**src/hw/rtl/haar2d_pkg.sv**
```systemverilog
// Shared types, codes and the band rounding function for the 2D Haar block.
// No dependencies; every other file of the block refers to it by scoped names.

package haar2d_pkg;

   // Field widths fixed by the interface
   localparam int PIX_W   = 8;
   localparam int COORD_W = 8;
   localparam int CFG_W   = 9;

   // Size registers come out of reset at 256
   localparam logic [CFG_W-1:0] SIZE_RESET = 9'd256;

   // Register indexes on the CSR port (paddr bit 2)
   localparam logic REG_WIDTH  = 1'b0;
   localparam logic REG_HEIGHT = 1'b1;

   // Band codes, also the emission order
   localparam logic [1:0] BAND_LL = 2'd0;
   localparam logic [1:0] BAND_HL = 2'd1;
   localparam logic [1:0] BAND_LH = 2'd2;
   localparam logic [1:0] BAND_HH = 2'd3;

   // Block queue between front and back
   localparam int QUEUE_DEPTH = 4;
   localparam int QPTR_W      = 2;
   localparam int QCNT_W      = 3;

   // One complete 2x2 block with its destination coordinates
   typedef struct packed {
      logic [PIX_W-1:0]   a;
      logic [PIX_W-1:0]   b;
      logic [PIX_W-1:0]   c;
      logic [PIX_W-1:0]   d;
      logic [COORD_W-1:0] row_top;
      logic [COORD_W-1:0] row_bot;
      logic [COORD_W-1:0] col_left;
      logic [COORD_W-1:0] col_right;
      logic               frame_end;
   } block_type;

   // Scale a band sum (LL by 1/4, HL and LH by 1/2, HH by 1), round half
   // to even, clamp to 0..255. Non-positive sums always give zero.
   function automatic logic [PIX_W-1:0] round_clamp(input logic signed [10:0] sum,
                                                     input logic [1:0] band);
      logic [9:0] u;
      logic [9:0] q;
      logic       up;
      u = sum[9:0];
      case (band)
         BAND_LL: begin
            q  = {2'b00, u[9:2]};
            up = u[1] & (u[0] | u[2]);
         end
         BAND_HL, BAND_LH: begin
            q  = {1'b0, u[9:1]};
            up = u[0] & u[1];
         end
         default: begin
            // HH is not scaled
            q  = u;
            up = 1'b0;
         end
      endcase
      q = q + {9'b0, up};
      if (sum <= 11'sd0) begin
         return '0;
      end else if (q > 10'd255) begin
         return 8'd255;
      end else begin
         return q[PIX_W-1:0];
      end
   endfunction

endpackage

```
**src/hw/rtl/haar2d_front.sv**
```systemverilog
// Front end: pixel position counters, upper line store and block assembly.
// Depends on haar2d_pkg for the block type and field widths.

module haar2d_front #(
   parameter int MAX_WIDTH  = 256,
   parameter int MAX_HEIGHT = 256
) (
   input  logic                           clock,
   input  logic                           reset,
   input  logic [haar2d_pkg::CFG_W-1:0]   width_cfg,
   input  logic [haar2d_pkg::CFG_W-1:0]   height_cfg,
   input  logic                           pix_accept,
   input  logic [haar2d_pkg::PIX_W-1:0]   pixel,
   input  logic                           frame_start,
   output logic                           blk_push,
   output haar2d_pkg::block_type          blk
);

   // Counter and size widths
   localparam int CW  = ($clog2(MAX_WIDTH) > 2) ? $clog2(MAX_WIDTH) : 2;
   localparam int RW  = ($clog2(MAX_HEIGHT) > 2) ? $clog2(MAX_HEIGHT) : 2;
   localparam int WSW = ($clog2(MAX_WIDTH + 1) > 9) ? $clog2(MAX_WIDTH + 1) : 9;
   localparam int HSW = ($clog2(MAX_HEIGHT + 1) > 9) ? $clog2(MAX_HEIGHT + 1) : 9;
   localparam int MEM_DEPTH = (MAX_WIDTH / 2 > 1) ? MAX_WIDTH / 2 : 1;
   localparam int AW = CW - 1;
   localparam logic [WSW-1:0] W_CAP = WSW'((MAX_WIDTH / 2) * 2);
   localparam logic [HSW-1:0] H_CAP = HSW'((MAX_HEIGHT / 2) * 2);

   logic [CW-1:0]  col_ff, col_in, col_cur;
   logic [RW-1:0]  row_ff, row_in, row_cur;
   logic [WSW-1:0] w_raw, w_eff, colx, col_inc;
   logic [HSW-1:0] h_raw, h_eff, rowx, row_inc;
   logic [AW-1:0]  addr;
   logic           col_wrap, row_wrap;

   logic [haar2d_pkg::PIX_W-1:0] even_mem [MEM_DEPTH];
   logic [haar2d_pkg::PIX_W-1:0] odd_mem  [MEM_DEPTH];
   logic [haar2d_pkg::PIX_W-1:0] a_ff, b_ff, c_ff;

   // Effective sizes: drop the low bit, saturate to 2..max
   always_comb begin
      w_raw = WSW'({width_cfg[haar2d_pkg::CFG_W-1:1], 1'b0});
      h_raw = HSW'({height_cfg[haar2d_pkg::CFG_W-1:1], 1'b0});
      if (w_raw < WSW'(2)) begin
         w_eff = WSW'(2);
      end else if (w_raw > W_CAP) begin
         w_eff = W_CAP;
      end else begin
         w_eff = w_raw;
      end
      if (h_raw < HSW'(2)) begin
         h_eff = HSW'(2);
      end else if (h_raw > H_CAP) begin
         h_eff = H_CAP;
      end else begin
         h_eff = h_raw;
      end
   end

   // Position of this pixel, then the position of the next one
   always_comb begin
      col_cur = (frame_start || WSW'(col_ff) >= w_eff) ? '0 : col_ff;
      row_cur = (frame_start || HSW'(row_ff) >= h_eff) ? '0 : row_ff;
      colx    = WSW'(col_cur);
      rowx    = HSW'(row_cur);
      col_inc = colx + WSW'(1);
      row_inc = rowx + HSW'(1);
      col_wrap = col_inc >= w_eff;
      row_wrap = row_inc >= h_eff;
      col_in = col_wrap ? '0 : col_inc[CW-1:0];
      if (!col_wrap) begin
         row_in = row_cur;
      end else if (row_wrap) begin
         row_in = '0;
      end else begin
         row_in = row_inc[RW-1:0];
      end
      addr = col_cur[CW-1:1];
   end

   always_ff @(posedge clock) begin
      if (reset) begin
         col_ff <= '0;
         row_ff <= '0;
      end else if (pix_accept) begin
         col_ff <= col_in;
         row_ff <= row_in;
      end
   end

   // Upper row store, split by column parity; written on even rows
   always_ff @(posedge clock) begin
      if (pix_accept && !row_cur[0]) begin
         if (!col_cur[0]) begin
            even_mem[addr] <= pixel;
         end else begin
            odd_mem[addr] <= pixel;
         end
      end
   end

   // On the lower-left pixel, fetch a and b and keep c
   always_ff @(posedge clock) begin
      if (pix_accept && row_cur[0] && !col_cur[0]) begin
         a_ff <= even_mem[addr];
         b_ff <= odd_mem[addr];
         c_ff <= pixel;
      end
   end

   // Lower-right pixel completes a block
   always_comb begin
      blk_push      = pix_accept && row_cur[0] && col_cur[0];
      blk.a         = a_ff;
      blk.b         = b_ff;
      blk.c         = c_ff;
      blk.d         = pixel;
      blk.row_top   = rowx[8:1];
      blk.row_bot   = rowx[8:1] + h_eff[8:1];
      blk.col_left  = colx[8:1];
      blk.col_right = colx[8:1] + w_eff[8:1];
      blk.frame_end = col_wrap && row_wrap;
   end

endmodule

```
**src/hw/rtl/haar2d_queue.sv**
```systemverilog
// Short block queue between the front end and the band sequencer.
// Depends on haar2d_pkg for the block type and the queue depth.

module haar2d_queue (
   input  logic                  clock,
   input  logic                  reset,
   input  logic                  push,
   input  haar2d_pkg::block_type wr_data,
   output logic                  full,
   input  logic                  pop,
   output haar2d_pkg::block_type rd_data,
   output logic                  empty
);

   haar2d_pkg::block_type ent_ff [haar2d_pkg::QUEUE_DEPTH];
   logic [haar2d_pkg::QPTR_W-1:0] wr_ptr_ff, rd_ptr_ff;
   logic [haar2d_pkg::QCNT_W-1:0] count_ff;

   assign full    = count_ff == haar2d_pkg::QCNT_W'(haar2d_pkg::QUEUE_DEPTH);
   assign empty   = count_ff == '0;
   assign rd_data = ent_ff[rd_ptr_ff];

   // Entry storage
   always_ff @(posedge clock) begin
      if (push) begin
         ent_ff[wr_ptr_ff] <= wr_data;
      end
   end

   // Pointers and fill count
   always_ff @(posedge clock) begin
      if (reset) begin
         wr_ptr_ff <= '0;
         rd_ptr_ff <= '0;
         count_ff  <= '0;
      end else begin
         if (push) begin
            wr_ptr_ff <= wr_ptr_ff + 1'b1;
         end
         if (pop) begin
            rd_ptr_ff <= rd_ptr_ff + 1'b1;
         end
         if (push && !pop) begin
            count_ff <= count_ff + 1'b1;
         end else if (pop && !push) begin
            count_ff <= count_ff - 1'b1;
         end
      end
   end

endmodule

```
**src/hw/rtl/haar2d_back.sv**
```systemverilog
// Back end: walks the four bands of the head block and drives the result register.
// Depends on haar2d_pkg for the block type, band codes and round_clamp.

module haar2d_back (
   input  logic                                clock,
   input  logic                                reset,
   input  haar2d_pkg::block_type               blk,
   input  logic                                blk_valid,
   output logic                                blk_pop,
   output logic                                rsp_empty,
   input  logic                                rsp_pop,
   output logic [haar2d_pkg::PIX_W-1:0]        rsp_coefficient,
   output logic [haar2d_pkg::COORD_W-1:0]      rsp_out_row,
   output logic [haar2d_pkg::COORD_W-1:0]      rsp_out_col,
   output logic [1:0]                          rsp_band,
   output logic                                rsp_last_of_block,
   output logic                                rsp_frame_end
);

   logic [1:0]                       phase_ff;
   logic                             vld_ff;
   logic [haar2d_pkg::PIX_W-1:0]     coef_ff, coef_in;
   logic [haar2d_pkg::COORD_W-1:0]   row_ff, row_in, col_ff, col_in;
   logic [1:0]                       band_ff;
   logic                             last_ff, fend_ff;
   logic                             load;
   logic signed [10:0]               sa, sb, sc, sd, sum;

   // Output register takes a new beat when empty or being drained
   assign load    = blk_valid && (!vld_ff || rsp_pop);
   assign blk_pop = load && (phase_ff == haar2d_pkg::BAND_HH);

   // Band sum, coordinates for the current phase
   always_comb begin
      sa = $signed({3'b000, blk.a});
      sb = $signed({3'b000, blk.b});
      sc = $signed({3'b000, blk.c});
      sd = $signed({3'b000, blk.d});
      case (phase_ff)
         haar2d_pkg::BAND_LL: begin
            sum    = sa + sb + sc + sd;
            row_in = blk.row_top;
            col_in = blk.col_left;
         end
         haar2d_pkg::BAND_HL: begin
            sum    = sa - sb + sc - sd;
            row_in = blk.row_top;
            col_in = blk.col_right;
         end
         haar2d_pkg::BAND_LH: begin
            sum    = sa + sb - sc - sd;
            row_in = blk.row_bot;
            col_in = blk.col_left;
         end
         default: begin
            sum    = sa - sb - sc + sd;
            row_in = blk.row_bot;
            col_in = blk.col_right;
         end
      endcase
      coef_in = haar2d_pkg::round_clamp(sum, phase_ff);
   end

   // Result payload
   always_ff @(posedge clock) begin
      if (load) begin
         coef_ff <= coef_in;
         row_ff  <= row_in;
         col_ff  <= col_in;
         band_ff <= phase_ff;
         last_ff <= phase_ff == haar2d_pkg::BAND_HH;
         fend_ff <= (phase_ff == haar2d_pkg::BAND_HH) && blk.frame_end;
      end
   end

   // Phase and valid
   always_ff @(posedge clock) begin
      if (reset) begin
         phase_ff <= haar2d_pkg::BAND_LL;
         vld_ff   <= 1'b0;
      end else begin
         if (load) begin
            phase_ff <= phase_ff + 2'd1;
            vld_ff   <= 1'b1;
         end else if (rsp_pop) begin
            vld_ff   <= 1'b0;
         end
      end
   end

   assign rsp_empty         = !vld_ff;
   assign rsp_coefficient   = coef_ff;
   assign rsp_out_row       = row_ff;
   assign rsp_out_col       = col_ff;
   assign rsp_band          = band_ff;
   assign rsp_last_of_block = last_ff;
   assign rsp_frame_end     = fend_ff;

endmodule

```
**src/hw/rtl/haar_2d_wavelet_one_level.sv**
```systemverilog
// Top level of the one-level 2D Haar transform: size registers and block wiring.
// Depends on haar2d_pkg, haar2d_front, haar2d_queue and haar2d_back.
//
// Pixels enter in raster order on the req_ queue port (push/full), one beat per
// pixel; req_frame_start on a beat restarts the row and column counters.
// Results leave on the rsp_ queue port (empty/pop): four beats per 2x2 block,
// LL, HL, LH, HH, each with its quadrant-layout row and column.
// The LL beat is written into the block queue when the lower-right pixel of its
// block is taken, and then loaded into the result register on the rsp_ port;
// HL, LH and HH follow one per cycle when popped.
// Throughput: one pixel per cycle while the block queue has room. On lower rows
// every second pixel yields four result beats, so once the four-entry block
// queue fills, the result port sets the pace.
// A stalled result port fills the block queue and then raises req_full.
// Reset clears counters, queue and result register and sets both size
// registers to 256; the line store is not cleared and needs no clearing pass.
// The CSR port holds image_width at offset 0 and image_height at offset 4;
// write them only while the block is idle.

module haar_2d_wavelet_one_level #(
   parameter int MAX_WIDTH  = 256,
   parameter int MAX_HEIGHT = 256
) (
   input  logic                              clock,
   input  logic                              reset,
   // pixel input
   input  logic                              req_push,
   output logic                              req_full,
   input  logic [haar2d_pkg::PIX_W-1:0]      req_pixel,
   input  logic                              req_frame_start,
   // results
   output logic                              rsp_empty,
   input  logic                              rsp_pop,
   output logic [haar2d_pkg::PIX_W-1:0]      rsp_coefficient,
   output logic [haar2d_pkg::COORD_W-1:0]    rsp_out_row,
   output logic [haar2d_pkg::COORD_W-1:0]    rsp_out_col,
   output logic [1:0]                        rsp_band,
   output logic                              rsp_last_of_block,
   output logic                              rsp_frame_end,
   // configuration
   input  logic                              csr_psel,
   input  logic                              csr_penable,
   input  logic                              csr_pwrite,
   input  logic [2:0]                        csr_paddr,
   input  logic [31:0]                       csr_pwdata,
   output logic [31:0]                       csr_prdata,
   output logic                              csr_pready
);

   logic [haar2d_pkg::CFG_W-1:0] width_ff, height_ff;
   logic                         csr_wr, pix_accept, blk_push, q_full;
   logic                         q_empty, q_pop;
   haar2d_pkg::block_type        blk_wr, blk_rd;

   // CSR access
   assign csr_pready = 1'b1;
   assign csr_wr     = csr_psel && csr_penable && csr_pwrite && csr_pready;

   always_ff @(posedge clock) begin
      if (reset) begin
         width_ff  <= haar2d_pkg::SIZE_RESET;
         height_ff <= haar2d_pkg::SIZE_RESET;
      end else if (csr_wr) begin
         if (csr_paddr[2] == haar2d_pkg::REG_WIDTH) begin
            width_ff <= csr_pwdata[haar2d_pkg::CFG_W-1:0];
         end else begin
            height_ff <= csr_pwdata[haar2d_pkg::CFG_W-1:0];
         end
      end
   end

   // Read mux; unaligned offsets read as zero
   always_comb begin
      csr_prdata = '0;
      if (csr_paddr[1:0] == 2'b00) begin
         if (csr_paddr[2] == haar2d_pkg::REG_WIDTH) begin
            csr_prdata = 32'(width_ff);
         end else begin
            csr_prdata = 32'(height_ff);
         end
      end
   end

   // Input beat is taken whenever the block queue has room
   assign req_full   = q_full;
   assign pix_accept = req_push && !q_full;

   haar2d_front #(
      .MAX_WIDTH  (MAX_WIDTH),
      .MAX_HEIGHT (MAX_HEIGHT)
   ) u_front (
      .clock       (clock),
      .reset       (reset),
      .width_cfg   (width_ff),
      .height_cfg  (height_ff),
      .pix_accept  (pix_accept),
      .pixel       (req_pixel),
      .frame_start (req_frame_start),
      .blk_push    (blk_push),
      .blk         (blk_wr)
   );

   haar2d_queue u_queue (
      .clock   (clock),
      .reset   (reset),
      .push    (blk_push),
      .wr_data (blk_wr),
      .full    (q_full),
      .pop     (q_pop),
      .rd_data (blk_rd),
      .empty   (q_empty)
   );

   haar2d_back u_back (
      .clock             (clock),
      .reset             (reset),
      .blk               (blk_rd),
      .blk_valid         (!q_empty),
      .blk_pop           (q_pop),
      .rsp_empty         (rsp_empty),
      .rsp_pop           (rsp_pop),
      .rsp_coefficient   (rsp_coefficient),
      .rsp_out_row       (rsp_out_row),
      .rsp_out_col       (rsp_out_col),
      .rsp_band          (rsp_band),
      .rsp_last_of_block (rsp_last_of_block),
      .rsp_frame_end     (rsp_frame_end)
   );

endmodule

```
**config.mk**
```make
export PLATFORM = sky130hd
export DESIGN_NAME = haar_2d_wavelet_one_level
export DESIGN_NICKNAME = d
export VERILOG_FILES = /design/src/hw/rtl/haar2d_pkg.sv /design/src/hw/rtl/haar2d_front.sv /design/src/hw/rtl/haar2d_queue.sv /design/src/hw/rtl/haar2d_back.sv /design/src/hw/rtl/haar_2d_wavelet_one_level.sv
export SDC_FILE = /design/constraint.sdc
export NUM_CORES = 2
export LEC_CHECK = 0
export ABC_AREA = 1
export ABC_CLOCK_PERIOD_IN_PS = 7800
export BUFFER_PORTS_ARGS = -buffer_cell sky130_fd_sc_hd__buf_2
export CORE_MARGIN = 5
export CORE_UTILIZATION = 30
export DETAILED_ROUTE_END_ITERATION = 10
export SLEW_MARGIN = 20
export SYNTH_ARGS = -nofsm -noshare
export SYNTH_HDL_FRONTEND = slang
export SYNTH_SLANG_ARGS = --single-unit
```
**constraint.sdc**
```tcl
create_clock -name clock -period 7.8 [get_ports clock]
set_input_delay 0.78 -clock clock [delete_from_list [all_inputs] [get_ports clock]]
set_output_delay 0.78 -clock clock [all_outputs]
set_load 0.005 [all_outputs]
```
Word level (Yosys, flattened, before mapping)
Memories as Yosys holds them, arrays and structs flattened. A register that Yosys moved wholly into a read port is not among the register bits. Index checks and enable logic that the tools add are counted. Widths: inputs -> output; s select.

Output and inout port bits: 63. Memories kept: 3. Register bits after elaboration: 80. Bits in writable memories: 2300.

Add/subtract/negate cells: 20. Bitwise operators: 4. Reduce and logical (&&, ||, !) cells: 33. Equality and inequality tests: 4. Multiplexer cells: 31. Order comparisons: 10.

Memories: u_front.even_mem (words 128, bits a word 8, read ports 1, clocked after Yosys merged registers in 1, wr ports 1, line haar2d_front.sv:36) `logic [haar2d_pkg::PIX_W-1:0] even_mem [MEM_DEPTH];`; u_front.odd_mem (words 128, bits a word 8, read ports 1, clocked after Yosys merged registers in 1, wr ports 1, line haar2d_front.sv:37) `logic [haar2d_pkg::PIX_W-1:0] odd_mem [MEM_DEPTH];`; u_queue.ent_ff (words 4, bits a word 63, read ports 1, clocked after Yosys merged registers in 1, wr ports 1, line haar2d_queue.sv:15) `haar2d_pkg::block_type ent_ff [haar2d_pkg::QUEUE_DEPTH];`.

Operators with widths (count): $mux 8 (8); $mux 9 (6); $add 11x9->11 (4); $sub 11x9->11 (4); $pmux 11 s3 (1); $pmux 10 s2 (1); $add 8x1->9 const B (2); $ge 8x9->1 (2); $ge 9x9->1 (2); $gt 9x9->1 const B (2); $lt 9x2->1 const B (2); $add 7x8->8 (2); $logic_and 1x1->1 (13); $le 11x1->1 const B (1); $add 10x1->10 (1); $gt 10x8->1 const B (1); $mux 1 (10); $add 8x8->9 (1); $sub 8x8->9 (1); $logic_not 1->1 (7); $add 2x1->2 const B (3); $mux 3 (2); $reduce_or 2->1 (3); $eq 2x2->1 const B (2); 14 further kinds (21).

Longest topological paths before layout
Depth in word-level cells: 12. Gate-level depth with buffers: 39. Depth with buffers taken out: 36.

Modules after synthesis
A second synthesis with hierarchy kept.

Cells, all modules: 10072. Area, all modules: 109921.7 µm².

By module, submodules not included: haar2d_front (instances 1, cells each 8495, area each 93146.8 µm²); haar2d_queue (instances 1, cells each 687, area each 10397.5 µm²); haar2d_back (instances 1, cells each 723, area each 5292.6 µm²); haar_2d_wavelet_one_level (instances 1, cells each 167, area each 1084.8 µm²).

Least setup slack after synthesis
No wires, ideal clock.

Kind: register -> register. Start: reg with a tool-made name. End: reg u_back.coef_ff (netlist bit u_back.rsp_coefficient[0]), data pin. Period minus slack after synthesis: 5583 ps. Stages on the path, launching flop included: 38. Arrival time: 5332 ps. Library setup time: 251 ps. Path slack: 2217 ps. Path buffers: 3. Cell sequence: dfxtp_1 -> clkbuf_1 -> clkbuf_1 -> clkbuf_1 -> nand2_1 -> a32oi_1 -> inv_1 -> ha_1 -> nor2_1 -> nor2_1 -> o21ai_0 -> a21oi_1 -> o21bai_1 -> a21oi_1 -> nor2_1 -> nor2_1 -> xor2_1 -> fa_1 -> (+2 left out) -> nand2_1 -> inv_1 -> a21oi_1 -> nand2_1 -> nand2_1 -> nand3_1 -> nand2_1 -> nor2_1 -> nand2_1 -> nand3_1 -> nand2_1 -> nand2_1 -> nor2_1 -> nand4_1 -> nand2_1 -> nand3_1 -> nand2_1 -> inv_1.

RTL lines: end signal: assignment (line haar2d_back.sv:67) `coef_ff <= coef_in;`; end: declaration (line haar2d_back.sv:22) `logic [haar2d_pkg::PIX_W-1:0] coef_ff, coef_in;`.

==> results.ini <==
[grt]
grt_pass1_vias = 62700
antenna_found_initial = 5
gr-total-overflow = 0
use_met3_pct = 2.01
grt_max_degree = 176
busiest_layer = met2
grt.total_usage_pct = 13.8
met1_usage_pct = 19.2
grt_pass1_wl_mm = 390
use_met2_pct = 22.3

[setup_path]
arrival_ns = 7.04
critPathKind = flip-flop to flip-flop
cp_slowest_cell = inv_2
crit_cells = 31
critPathMaxFanout = 46
rr_worst_depth = 31
cpMostUsedCell = nand2_1
r2r-end = u_back.rsp_coefficient[2]
r2r_slack_ns = 1.41
max_stage_delay_ns = 0.57
critPathTopFamily = simple AND/OR/NAND/NOR gates
endpoint_kind = flip-flop
cp.buffers_inverters = 6
critPathRequiredTime_ns = 8.45
cp-start-kind = flip-flop
worstSetupEndpoint = u_back.rsp_coefficient[2]

[synth]
synth-seq-area-share_pct = 67.9
syn_area_um2 = 105000
yosys_warnings = 0
synthDistinctLibCells = 53
synth_seq_cells = 2398
async_reset_ff_share_pct = 0
syn-instance-count = 9761
dominantRegCellSynth = edfxtp_1
synth_edf_count = 2352
syn_avg_cell_area_um2 = 10.8

[sta]
fmax_ghz = 0.157
finalClockSkew_ns = 0.0665
fin_tns_setup_ns = 0
hold_viol_final = 0
max_slew_margin_pct = 16.9
report.final.slew_viol_count = 0
tightest_slew_ns = 1.25
finalCritPeriodShare_pct = 81.9
period_minus_slack_ns = 6.39
fin_hold_ws_ns = 0.125
finalSetupViolCount = 0
rsz0062_at_grt = false
layout_setup_ws_ns = 1.41

[cells_and_area]
area_growth_pct = 13.6
layout_common_cells = edfxtp_1, nand2_1, inv_1
nNetsFinal = 9993
final_common_cell = edfxtp_1
post-route-util_pct = 34.3
drive_above_1_share_pct = 7.93

[detailed_routing]
drc = 0
final_antenna_net_count = 0
first_iter_violations = 5977
drt_pass1_iterations = 7
drt-wirelength-per-cell_um = 17.8
wirelength_mm = 260
routed_via_density = 4.61
vias = 67200

[run_status]
status = finished clean

[clock_tree]
cts_tree = built
cts_root_buf = clkbuf_16
cts_sinks = 2398
clk_latency_ns = 0.90
cts-hold-fix-buffers = 0
cts_buffer_depth = 4
htree_levels = 5
clk_pin_slew_worst_paths_ns = 0.06
cts-buffers-inserted = 274
cts_resized = 0
post_cts_buffers = 0

[floorplanning]
fp.dieH_um = 603
rows = 217
coreArea_um2 = 350000
die_area_um2 = 363000
io_pins = 114
start_util_pct = 30.1
die_width_um = 603

[place]
placement.io_buffers = 66
gp_congestion = 0.835
dp_hpwl_mm = 149
place_ws_ns = 1.52

[job]
drv_cap = 0

[worst_hold_path]
hp-class = primary input to flip-flop
holdPathStages = 3

[pwr]
power_uw = 26500
cellLeakagePower_uw = 0.0465
p_per_area_nw_per_um2 = 221
peakVddDrop_v = 0.000185

==> Yosys cell counts, types with 5 or more instances <==
master | number | share of area [%]
o21ai_0 | 340 | 1.6
o21a_1 | 5 | 0.036
ha_1 | 111 | 1.3
a32oi_1 | 25 | 0.21
o22ai_1 | 21 | 0.12
a21oi_1 | 125 | 0.59
nor2_1 | 747 | 2.7
nor3_1 | 266 | 1.3
or2_2 | 6 | 0.036
buf_2 | 225 | 1.1
clkinv_1 | 5 | 0.018
nand3_1 | 501 | 2.4
a21o_1 | 6 | 0.043
fa_1 | 36 | 0.68
inv_1 | 1557 | 5.5
o211ai_1 | 365 | 2.6
buf_1 | 26 | 0.093
dfxtp_1 | 46 | 0.87
buf_4 | 78 | 0.56
o21ai_1 | 240 | 1.1
buf_6 | 11 | 0.12
clkbuf_1 | 180 | 0.64
nand2_1 | 2314 | 8.2
xor2_1 | 35 | 0.29
a31oi_1 | 18 | 0.11
nand4_1 | 67 | 0.40
edfxtp_1 | 2352 | 67
nand3b_1 | 5 | 0.036
==> metal layers <==
layer	part of all wire [%]	vias to the layer above	wire length, µm
met5	0	-	0
met4	2.7	0	6900
met3	6.1	376	15800
met2	47	1957	121000
met1	45	32200	116000
li1	-	32700	-
==> how the worst min path moves through the flow <==
| stage | to | start | slack [ns] |
|---|---|---|---|
| after floorplan | flip-flop | u_queue.rd_ptr_ff[1] | 0.46 |
| after detailed placement | width_ff[7] | width_ff[7] | 0.48 |
| final | height_ff[3] | csr_pwdata[3] | 0.13 |
| after global routing | width_ff[8] | csr_pwdata[8] | 0.10 |
| after global placement | u_front.col_ff[0] | u_front.col_ff[0] | 0.47 |
| after CTS | height_ff[3] | csr_pwdata[3] | 0.04 |
==> registers in the layout, summed over array words and instances, names as in the netlist, 3 cells and up, named ones only <==
register and flops:
u_front.b_ff 8, u_front.col_ff 8, u_queue.ent_ff 252, u_front.row_ff 8
u_back.rsp_coefficient 8, height_ff 9, width_ff 9, u_front.a_ff 8
u_back.rsp_out_col 8, u_front.c_ff 8, u_queue.count_ff 3, u_back.rsp_out_row 8
u_front.odd_mem 1024, u_front.even_mem 1024
==> power by group <==
part	internal (µW)	switching, µW
sequential	14100	7.01
clock	6910	4860
combinational	92.1	455
total	21100	5320
==> kinds of logic after synthesis <==
group | after synthesis | share of synthesized area [%]
flops | 2398 | 67.9
xor+xnor | 39 | 0.324
other cells | 2 | 0.00712
buf+inv | 2089 | 8.07
simple gates | 3922 | 15.1
fa+ha+maj | 147 | 2.00
compound gates | 1164 | 6.61
==> worst register-to-register path, delay by kind of cell (launching register included) <==
| family | cells | cell delay (ns) |
|---|---|---|
| simple gates | 14 | 1.74 |
| fa+ha+maj | 4 | 1.56 |
| compound gates | 6 | 1.48 |
| buf+inv | 6 | 0.91 |
| flops | 1 | 0.32 |
| xor+xnor | 1 | 0.17 |
==> through the flow <==
stage | std cells | area, µm²
2_1_floorplan | 9783 | 106000
5_1_grt | 14600 | 120000
4_1_cts | 14600 | 119000
3_3_place_gp | 14100 | 111000
6_report | 14600 | 120000
3_5_place_dp | 14100 | 111000
==> area by class of cell <==
type / instances / area [µm²]
diodes: 1 / 2.50
clock inverters: 105 / 764
clock buffers: 346 / 7280
flip-flops and latches: 2398 / 71600
fillers: 34400 / 230000
repair buffers: 258 / 2160
multi-input cells: 5296 / 26400
well taps: 4599 / 5750
inverters: 1567 / 5890
No activity file was read; power rests on OpenSTA's default activity.
